==> config.mk <==
export PLATFORM = sky130hd
export DESIGN_NAME = strict_base64_stream_decoder
export DESIGN_NICKNAME = d
export VERILOG_FILES = /design/src/rtl/b64d_pkg.sv /design/src/rtl/strict_base64_stream_decoder.sv
export VERILOG_INCLUDE_DIRS = /design/src /design/src/rtl
export SDC_FILE = /design/constraint.sdc
export NUM_CORES = 1
export LEC_CHECK = 0
export BUFFER_PORTS_ARGS = -buffer_cell sky130_fd_sc_hd__clkbuf_2
export CAP_MARGIN = 15
export CORE_MARGIN = 8
export CORE_UTILIZATION = 56
export CTS_CLUSTER_SIZE = 8
export DETAILED_ROUTE_END_ITERATION = 6
export PLACE_DENSITY = 0.73
export SLEW_MARGIN = 0
export SYNTH_ARGS = -nofsm -noshare
export SYNTH_HDL_FRONTEND = slang
export SYNTH_SLANG_ARGS = --single-unit
==> constraint.sdc <==
create_clock -name clk_i -period 6.6 [get_ports clk_i]
set_input_delay 1.32 -clock clk_i [delete_from_list [all_inputs] [get_ports clk_i]]
set_output_delay 1.32 -clock clk_i [all_outputs]
set_load 0.005 [all_outputs]
==> src/rtl/strict_base64_stream_decoder_macros.svh <==
// assertion macros for the strict base64 stream decoder
`ifndef STRICT_BASE64_STREAM_DECODER_MACROS_SVH
`define STRICT_BASE64_STREAM_DECODER_MACROS_SVH

// property checked on every rising clock edge, off while reset is asserted
`define B64D_ASSERT(label, prop, msg) \
  label: assert property (@(posedge clk_i) disable iff (!rst_ni) (prop)) else $error(msg);

// implication: a condition in one cycle requires a property in the next
`define B64D_ASSERT_NEXT(label, cond, prop, msg) \
  label: assert property (@(posedge clk_i) disable iff (!rst_ni) (cond) |=> (prop)) \
    else $error(msg);

`endif

==> src/rtl/b64d_pkg.sv <==
// types, constants and symbol map for the strict base64 stream decoder
package b64d_pkg;

  // symbol codes: 0..63 data, then padding and illegal markers
  typedef logic [6:0] sym_t;
  localparam sym_t SymPad   = 7'd64;
  localparam sym_t SymBad   = 7'd127;
  localparam sym_t SymPlus  = 7'd62;
  localparam sym_t SymSlash = 7'd63;

  // output queue geometry
  localparam int unsigned QDepth = 4;
  localparam int unsigned QCntW  = $clog2(QDepth + 1);
  localparam int unsigned MaxPush = 3;

  typedef enum logic [1:0] {
    StOk      = 2'd0,
    StInvalid = 2'd1,
    StNoSpace = 2'd2
  } status_e;

  typedef struct packed {
    logic [7:0] data;
    status_e    status;
    logic       last;
  } out_item_t;

  // map one character to its symbol value
  function automatic sym_t sym_value(input logic [7:0] c);
    sym_t s;
    s = SymBad;
    if (c >= 8'h41 && c <= 8'h5A) begin        // A..Z
      s = 7'(c - 8'h41);
    end else if (c >= 8'h61 && c <= 8'h7A) begin // a..z
      s = 7'(c - 8'h61 + 8'd26);
    end else if (c >= 8'h30 && c <= 8'h39) begin // 0..9
      s = 7'(c - 8'h30 + 8'd52);
    end else if (c == 8'h2B) begin             // plus
      s = SymPlus;
    end else if (c == 8'h2F) begin             // slash
      s = SymSlash;
    end else if (c == 8'h3D) begin             // equals
      s = SymPad;
    end
    return s;
  endfunction

  // space, tab, carriage return, line feed
  function automatic logic is_blank(input logic [7:0] c);
    return (c == 8'h20) || (c == 8'h09) || (c == 8'h0D) || (c == 8'h0A);
  endfunction

endpackage

==> src/rtl/strict_base64_stream_decoder.sv <==
// strict base64 stream decoder: character in, decoded bytes and status out
//
// Input channel (in_valid_i/in_ready_o) carries one text character per word,
// or an end-of-text word that closes the element. Blanks are skipped; every
// fourth symbol completes a group and yields up to three data words on the
// output channel (out_valid_o/out_ready_i). An end-of-text word yields one
// status word with last_o set and clears the group state, the error and the byte count.
// Results of an accepted word are registered into the queue behind the
// words already queued. One input word is taken per cycle while at most
// one result is queued; in_ready_o is low while more than one is queued,
// so a two- or three-byte group holds the input off until the queue has
// drained to one word. A group's bytes leave one per cycle, while the
// receiver is ready, through a four-entry queue. The capacity register
// must be written through cfg_we_i/cfg_wdata_i by the user only while
// idle; the block does not enforce it. It bounds the data bytes per
// element, after which no_space latches. Reset clears the queue, the group
// state and the error, and sets the capacity to 65535. When the receiver
// stalls, queued words hold; the input side backs off once two are queued.
module strict_base64_stream_decoder (
  input  logic        clk_i,
  input  logic        rst_ni,
  input  logic        cfg_we_i,
  input  logic [15:0] cfg_wdata_i,
  input  logic        in_valid_i,
  output logic        in_ready_o,
  input  logic [7:0]  in_char_i,
  input  logic        end_of_text_i,
  output logic        out_valid_o,
  input  logic        out_ready_i,
  output logic [7:0]  out_byte_o,
  output logic [1:0]  status_o,
  output logic        last_o
);

  // stream state
  logic [15:0]             cap_q;
  b64d_pkg::sym_t          hold_q [3];
  b64d_pkg::sym_t          hold_d [3];
  logic [1:0]              sym_cnt_q, sym_cnt_d;
  logic                    pad_seen_q, pad_seen_d;
  b64d_pkg::status_e       err_q, err_d;
  logic [15:0]             bw_q, bw_d;

  // output queue
  b64d_pkg::out_item_t     q_q [b64d_pkg::QDepth];
  b64d_pkg::out_item_t     q_d [b64d_pkg::QDepth];
  b64d_pkg::out_item_t     q_sh [b64d_pkg::QDepth];
  logic [b64d_pkg::QCntW-1:0] cnt_q, cnt_d, base;

  // decode datapath
  b64d_pkg::out_item_t     push_item [b64d_pkg::MaxPush];
  logic [1:0]              n_push;
  logic                    in_acc, pop;
  b64d_pkg::sym_t          v, q0, q1, q2, q3;
  logic                    bad_pad;
  logic [1:0]              n_want, n_fit, n_emit;
  logic                    r1, r2, r3;
  b64d_pkg::status_e       end_st;

  assign in_ready_o  = (cnt_q <= b64d_pkg::QCntW'(1));
  assign in_acc      = in_valid_i & in_ready_o;
  assign out_valid_o = (cnt_q != '0);
  assign pop         = out_valid_o & out_ready_i;
  assign out_byte_o  = q_q[0].data;
  assign status_o    = q_q[0].status;
  assign last_o      = q_q[0].last;

  // group operands and byte assembly
  assign v  = b64d_pkg::sym_value(in_char_i);
  assign q0 = hold_q[0];
  assign q1 = hold_q[1];
  assign q2 = hold_q[2];
  assign q3 = v;

  assign bad_pad = (q0 == b64d_pkg::SymPad) || (q1 == b64d_pkg::SymPad) ||
                   (q2 == b64d_pkg::SymPad && q3 != b64d_pkg::SymPad) ||
                   (q2 == b64d_pkg::SymPad && q1[3:0] != 4'd0) ||
                   (q3 == b64d_pkg::SymPad && q2 != b64d_pkg::SymPad &&
                    q2[1:0] != 2'd0);

  // remaining capacity, up to one group's worth
  assign r1 = bw_q < cap_q;
  assign r2 = ({1'b0, bw_q} + 17'd1) < {1'b0, cap_q};
  assign r3 = ({1'b0, bw_q} + 17'd2) < {1'b0, cap_q};
  assign n_fit  = r3 ? 2'd3 : (r2 ? 2'd2 : (r1 ? 2'd1 : 2'd0));
  assign n_want = 2'd1 + {1'b0, q2 != b64d_pkg::SymPad} + {1'b0, q3 != b64d_pkg::SymPad};
  assign n_emit = (n_fit < n_want) ? n_fit : n_want;

  // final status of an element
  always_comb begin
    end_st = err_q;
    if (err_q == b64d_pkg::StOk && sym_cnt_q != 2'd0) begin
      end_st = b64d_pkg::StInvalid;
    end
  end

  // next stream state and words to queue
  always_comb begin
    hold_d     = hold_q;
    sym_cnt_d  = sym_cnt_q;
    pad_seen_d = pad_seen_q;
    err_d      = err_q;
    bw_d       = bw_q;
    n_push     = 2'd0;
    push_item[0] = '{data: {q0[5:0], q1[5:4]}, status: b64d_pkg::StOk, last: 1'b0};
    push_item[1] = '{data: {q1[3:0], q2[5:2]}, status: b64d_pkg::StOk, last: 1'b0};
    push_item[2] = '{data: {q2[1:0], q3[5:0]}, status: b64d_pkg::StOk, last: 1'b0};
    if (in_acc) begin
      if (end_of_text_i) begin
        push_item[0] = '{data: 8'd0, status: end_st, last: 1'b1};
        n_push     = 2'd1;
        hold_d[0]  = '0;
        hold_d[1]  = '0;
        hold_d[2]  = '0;
        sym_cnt_d  = 2'd0;
        pad_seen_d = 1'b0;
        err_d      = b64d_pkg::StOk;
        bw_d       = 16'd0;
      end else if (err_q != b64d_pkg::StOk || b64d_pkg::is_blank(in_char_i)) begin
        // ignored
      end else if (pad_seen_q || v == b64d_pkg::SymBad) begin
        err_d = b64d_pkg::StInvalid;
      end else if (sym_cnt_q != 2'd3) begin
        hold_d[sym_cnt_q] = v;
        sym_cnt_d = sym_cnt_q + 2'd1;
      end else begin
        sym_cnt_d = 2'd0;
        if (bad_pad) begin
          err_d = b64d_pkg::StInvalid;
        end else begin
          n_push = n_emit;
          bw_d   = bw_q + 16'(n_emit);
          if (n_emit < n_want) begin
            err_d = b64d_pkg::StNoSpace;
          end else begin
            pad_seen_d = (q3 == b64d_pkg::SymPad);
          end
        end
      end
    end
  end

  // output queue: shift on pop, append new words behind the survivors
  always_comb begin
    q_sh[0] = pop ? q_q[1] : q_q[0];
    q_sh[1] = pop ? q_q[2] : q_q[1];
    q_sh[2] = pop ? q_q[3] : q_q[2];
    q_sh[3] = q_q[3];
    base  = cnt_q - b64d_pkg::QCntW'(pop);
    cnt_d = base + b64d_pkg::QCntW'(n_push);
    for (int i = 0; i < b64d_pkg::QDepth; i++) begin
      q_d[i] = q_sh[i];
      if (b64d_pkg::QCntW'(i) >= base && b64d_pkg::QCntW'(i) < cnt_d) begin
        q_d[i] = push_item[2'(b64d_pkg::QCntW'(i) - base)];
      end
    end
  end

  // control registers
  always_ff @(posedge clk_i or negedge rst_ni) begin
    if (!rst_ni) begin
      cap_q      <= 16'hFFFF;
      sym_cnt_q  <= 2'd0;
      pad_seen_q <= 1'b0;
      err_q      <= b64d_pkg::StOk;
      bw_q       <= 16'd0;
      cnt_q      <= '0;
      hold_q[0]  <= '0;
      hold_q[1]  <= '0;
      hold_q[2]  <= '0;
    end else begin
      if (cfg_we_i) begin
        cap_q <= cfg_wdata_i;
      end
      sym_cnt_q  <= sym_cnt_d;
      pad_seen_q <= pad_seen_d;
      err_q      <= err_d;
      bw_q       <= bw_d;
      cnt_q      <= cnt_d;
      hold_q     <= hold_d;
    end
  end

  // queue payload
  always_ff @(posedge clk_i) begin
    q_q <= q_d;
  end

`include "strict_base64_stream_decoder_macros.svh"

  `B64D_ASSERT(a_queue_bound, cnt_q <= b64d_pkg::QCntW'(b64d_pkg::QDepth), "output queue overflow")
  `B64D_ASSERT(a_pad_no_partial, !pad_seen_q || sym_cnt_q == 2'd0, "symbols held after padded group")
  `B64D_ASSERT_NEXT(a_end_clears, in_acc && end_of_text_i, sym_cnt_q == 2'd0 && err_q == b64d_pkg::StOk && bw_q == 16'd0 && !pad_seen_q, "end word did not clear state")
  `B64D_ASSERT_NEXT(a_err_sticky, err_q != b64d_pkg::StOk && !(in_acc && end_of_text_i), err_q == $past(err_q), "latched error changed")

endmodule

* After elaboration in Yosys (flattened, before gate mapping)
Cells that the tools add are included.
Storage, ports and cells: register bits 105, word-level logic and storage cells 195
Operators by class: add/sub/neg operators 17, $lt $le $gt $ge 26, equal/unequal tests 21, multiplexer cells 65, bitwise logic cells 7, reductions and logical operators 38
Operators by type and width (number):
- $mux 11 | 16
- $bmux 11 s2 | 4
- $mux 21 | 4
- $mux 16 | 5
- $mux 7 | 6
- $mux 2 | 20
- $eq 7x7->1 const B | 5
- $lt 17x16->1 | 2
- $eq 8x6->1 const B | 4
- $eq 8x4->1 const B | 3
- $bwmux 21 | 1
- $add 16x1->17 const B | 1
- $add 16x2->17 const B | 1
- $add 16x2->16 | 1
- $ge 8x7->1 const B | 2
- $le 8x7->1 const B | 2
- $lt 16x16->1 | 1
- $ge 3x3->1 const B | 5
- $not 2->3 | 5
- $demux 7 s2 | 1
- $ne 7x7->1 const B | 2
- $reduce_bool 2->1 | 7
- $sub 7x7->7 const B | 2
- $logic_and 1x1->1 | 13
- 32 further kinds | 61

* Depth between registers and ports, before layout
word-level depth 22, mapped depth 31, depth with buffers taken out 27

* Worst setup path after synthesis
Ideal clock, no wire load.
path type input port to flip-flop, start point in in_char_i[2], end point reg q_q (netlist bit last_o) (enable), arrival 6.050 ns, data required time 6.255 ns, setup slack 0.205 ns, stages on the path 25, path buffers 2, cell sequence inv_1 ha_1 a21o_1 a41oi_1 nand2_1 o21ai_0 a221o_1 a21o_1 or4b_2 inv_1 ha_1 inv_1 ha_1 nor2_1 o32a_1 a31o_2 ha_1 inv_1 fa_1 nand2_1 nor2_1 or3_1 clkbuf_1 clkbuf_1 nand2_1
On the way: longest elaborated chain between the ends 22, elaborated cells between the ends (all ways) 54, those cells by class 7 x add/sub; 8 x order compare; 10 x eq/ne; 13 x mux; 16 x reduce/logical
RTL lines:
- start: declaration | line strict_base64_stream_decoder.sv:26 | input logic [7:0] in_char_i,
- parallel branches: the longest is 15 deep, another holds $sub 7x6->7
- $mux 2 (*) | line strict_base64_stream_decoder.sv:119 | end else if (err_q != b64d_pkg::StOk || b64d_pkg::is_blank(in_char_i)) begin
- $mux 2 (*) | line strict_base64_stream_decoder.sv:109 | if (end_of_text_i) begin
- $mux 2 (*) | line strict_base64_stream_decoder.sv:108 | if (in_acc) begin
- $add 3x2->3 (*) | line strict_base64_stream_decoder.sv:150 | cnt_d = base + b64d_pkg::QCntW'(n_push);
- $lt 1x3->1 (*) | line strict_base64_stream_decoder.sv:153 | if (b64d_pkg::QCntW'(i) >= base && b64d_pkg::QCntW'(i) < cnt_d) begin
- $logic_and 1x1->1 (*) | line strict_base64_stream_decoder.sv:153
- $reduce_bool 2->1 (no line) (*)
- end signal: assignment | line strict_base64_stream_decoder.sv:186 | q_q <= q_d;
- end: declaration | line strict_base64_stream_decoder.sv:45 | b64d_pkg::out_item_t q_q [b64d_pkg::QDepth];
Every way passes the cells marked *. A chain may end at the register's enable or synchronous reset.

* Final worst setup path
start point in in_char_i[2], end point reg q_q (netlist bit status_o[0]) (enable)
Same word-level chain as after synthesis.

==> impl_metrics.sql <==
INSERT INTO impl_metrics (metric_group, metric, value, unit) VALUES
('outcome', 'outcome', 'completed', ''),
('critical_path', 'crit_arrival', '6.38', 'ns'),
('placement', 'detailed_place.area', '8000', 'µm²'),
('global_route', 'grt_use_total', '0.220', ''),
('cts', 'cts_buffer_depth', '2', ''),
('die', 'core-area', '13200', 'µm²'),
('yosys', 'synth_seq_area_share', '0.380', ''),
('global_route', 'grt_antenna_before_repair', '0', ''),
('placement', 'hpwlAfterDp', '14700', 'µm'),
('layout', 'mostFrequentLayoutCells', '115 x nand2_1, 77 x nor2_1, 73 x ha_1, 57 x a21oi_1, 54 x o21ai_0', ''),
('die', 'num_io_pins', '43', ''),
('cts', 'cts_tree', 'done', ''),
('die', 'initial_utilization', '0.573', ''),
('critical_path', 'timing.rr.end', 'status_o[0]$_DFFE_PP_', ''),
('yosys', 'synth_fp_nets', '951', ''),
('drt', 'antenna_left', '0', ''),
('drt', 'drt-wirelength-per-cell', '18.1', 'µm'),
('timing', 'achievable-frequency', '159', 'MHz'),
('yosys', 'syn-instance-count', '846', ''),
('critical_path', 'reg2reg_setup_slack', '0.40', 'ns'),
('placement', 'placement.io_buffers', '42', ''),
('worst_hold_path', 'hold_path_class', 'flop to flop', ''),
('timing', 'drv_slew', '0', ''),
('critical_path', 'crit_fanout', '11', ''),
('worst_hold_path', 'min_path_cells', '2', ''),
('global_route', 'grt_pass1_wl', '31600', 'µm'),
('drt', 'detail_route.vias_per_cell', '6.05', ''),
('timing', 'timing.max_slew.rel_slack', '0.331', ''),
('yosys', 'syn_avg_cell_area', '8.93', 'µm²'),
('timing', 'final-setup-viol-count', '0', ''),
('critical_path', 'worst-r2r-cell-count', '27', ''),
('layout', 'fillerInstances', '1119', ''),
('layout', 'mostFrequentLayoutCell', 'nand2_1', ''),
('power', 'power.ir.vdd_worst', '0.000217', 'V'),
('yosys', 'yosys.cell_types.count', '78', ''),
('layout', 'layout.core_utilization', '0.629', ''),
('timing', 'min_period_over_period', '0.955', ''),
('timing', 'hold_viol_final', '0', ''),
('drt', 'drt_pass1_iterations', '5', ''),
('timing', 'final_hold_slack', '0.526', 'ns'),
('critical_path', 'worstSetupStartpointType', 'primary input', ''),
('critical_path', 'r2r_start', 'bw_q[5]$_DFFE_PN0P_', ''),
('layout', 'num_antenna_cells', '0', ''),
('drt', 'met3_wirelength', '1250', 'µm'),
('die', 'die-height', '132', 'µm'),
('layout', 'drive_gt1_frac', '0.146', ''),
('timing', 'tightest_slew', '1.00', 'ns'),
('yosys', 'synth-main-ff-cell', 'dfrtp_1', ''),
('power', 'static-leakage-power', '3.62', 'nW'),
('worst_hold_path', 'holdCritStartpoint', 'q_q[25]$_DFFE_PP_', ''),
('worst_hold_path', 'worst_hold_path.endpoint', 'out_byte_o[0]$_DFFE_PP_', ''),
('cts', 'worst_skew_late_latency', '0.36', 'ns'),
('run', 'drv_cap', '0', ''),
('power', 'power-per-cell-area', '370', 'nW/µm²'),
('layout', 'finish.cell_count_without_fillers', '1062', ''),
('timing', 'rsz_0062_raised_after_global_routing', 'no', ''),
('timing', 'finClkSkew', '0.00849', 'ns'),
('cts', 'cts_bufs_inserted', '9', ''),
('global_route', 'first_global_vias', '6312', ''),
('die', 'die_area', '17500', 'µm²'),
('cts', 'number_of_buffers_added_for_setup_after_cts', '0', ''),
('drt', 'drt_iter0_drc', '572', ''),
('critical_path', 'critPathRequiredTime', '6.68', 'ns'),
('drt', 'drc', '0', ''),
('placement', 'routability_congestion_estimate_from_global_placement', '0.930', ''),
('yosys', 'synth_edf_count', '44', ''),
('die', 'chipWidth', '132', 'µm'),
('die', 'rows', '42', ''),
('cts', 'clock_tree.root_cell', 'clkbuf_16', ''),
('yosys', 'async_reset_ff_frac', '0.581', ''),
('drt', 'top_signal_layer_used', 'met4', '');
[flip-flops by register name (all words and copies together), names as in the netlist]
signal / flops
q_q: 33
bw_q: 16
last_o: 1
q2: 7
pad_seen_q: 1
sym_cnt_q: 2
q1: 7
q0: 7
err_q: 2
status_o: 2
cnt_q: 3
cap_q: 16
out_byte_o: 8
[metal layers]
layer / GRT usage / vias up
met5: 0 / -
met1: 0.297 / 3065
met2: 0.347 / 240
met4: 0.0785 / 0
li1: - / 3097
met3: 0.0393 / 24
[Yosys cell counts, drive strengths merged (3+ instances only)]
master | number | area (µm²)
a211o | 3 | 26.3
a211oi | 7 | 52.6
a21o | 7 | 52.6
a21oi | 57 | 285
a22o | 5 | 43.8
a31oi | 5 | 31.3
and2 | 6 | 37.5
and3 | 9 | 56.3
and4 | 3 | 28.8
buf | 18 | 121
clkbuf | 33 | 125
dfrtp | 45 | 1130
dfstp | 16 | 420
edfxtp | 44 | 1320
ha | 73 | 913
inv | 48 | 180
mux2 | 3 | 33.8
mux2i | 12 | 120
nand2 | 115 | 432
nand2b | 10 | 62.6
nand3 | 20 | 100
nand4 | 7 | 43.8
nor2 | 79 | 299
nor3 | 17 | 85.1
nor4 | 6 | 37.5
nor4b | 7 | 97.6
o211a | 3 | 30.0
o211ai | 9 | 67.6
o21a | 11 | 82.6
o21ai | 54 | 270
o221ai | 4 | 35.0
o22ai | 17 | 106
o31ai | 4 | 30.0
o41ai | 3 | 26.3
or2 | 3 | 18.8
or3 | 6 | 37.5
xnor2 | 23 | 201
xor2 | 12 | 105
[power by group]
part / leakage [nW] / switching (mW) / internal, mW
Combinational: 2.28 / 0.946 / 0.529
Sequential: 1.21 / 0.0891 / 0.974
Clock: 0.138 / 0.269 / 0.264
Total: 3.62 / 1.30 / 1.77
[stage by stage]
stage	setup WS, ns	total power, mW	setup TNS, ns
6_report	0.298	3.07	0
5_1_grt	0.0217	3.29	0
4_1_cts	0.358	3.06	0
3_5_place_dp	-0.0275	2.52	-0.300
3_3_place_gp	0.151	2.47	0
2_1_floorplan	0.205	2.11	0
[area by class of cell]
type / instances / area, µm² / share of cell area
tap: 176 / 220 / 0.0266
clock buffer: 9 / 225 / 0.0272
clock inverter: 7 / 60.1 / 0.00724
multi-input combinational: 642 / 4270 / 0.515
sequential: 105 / 2870 / 0.346
timing repair buffer: 75 / 470 / 0.0567
inverter: 48 / 180 / 0.0217
[cell families after synthesis]
group | after synthesis | synth area share
and+or+nand+nor | 301 | 0.191
buffers and inverters | 99 | 0.0565
muxes | 15 | 0.0204
DFF | 105 | 0.380
adders and majority gates | 75 | 0.126
xor gates and xnor gates | 35 | 0.0406
AOI/OAI and AO/OA | 216 | 0.185
[worst max path at each step]
stage	slack (ns)	endpoint	from
final	0.30	status_o[0]$_DFFE_PP_	in_char_i[2]
after global routing	0.02	status_o[0]$_DFFE_PP_	in_char_i[2]
after CTS	0.36	status_o[0]$_DFFE_PP_	in_char_i[2]
after detailed placement	-0.03	out_byte_o[2]$_DFFE_PP_	in_char_i[2]
after global placement	0.15	out_byte_o[3]$_DFFE_PP_	in_char_i[2]
after floorplan	0.21	last_o$_DFFE_PP_	in_char_i[2]
[worst max-delay path: stages]
cell	delay [ns]
clkbuf_2	0.10
inv_1	0.05
ha_1	0.24
a21o_1	0.22
a41oi_1	0.30
and2_0	0.34
nand2_1	0.10
o211ai_1	0.13
nand3_1	0.10
or4b_2	0.67
inv_1	0.12
ha_1	0.20
inv_1	0.08
ha_1	0.28
nor2_1	0.04
o32a_1	0.20
a31o_2	0.22
ha_1	0.17
inv_1	0.07
fa_1	0.45
nand2_1	0.09
nor2_1	0.05
or3_1	0.40
buf_4	0.18
nand2_1	0.11
buf_12	0.14
[timing repair]
| item | CTS | global route |
|---|---|---|
| resized for setup | 0 | 2 |
| hold buffers | 0 | 0 |
| endpoints found under the setup margin | 0 | 12 |
No activity file was read; power rests on OpenSTA's default activity.
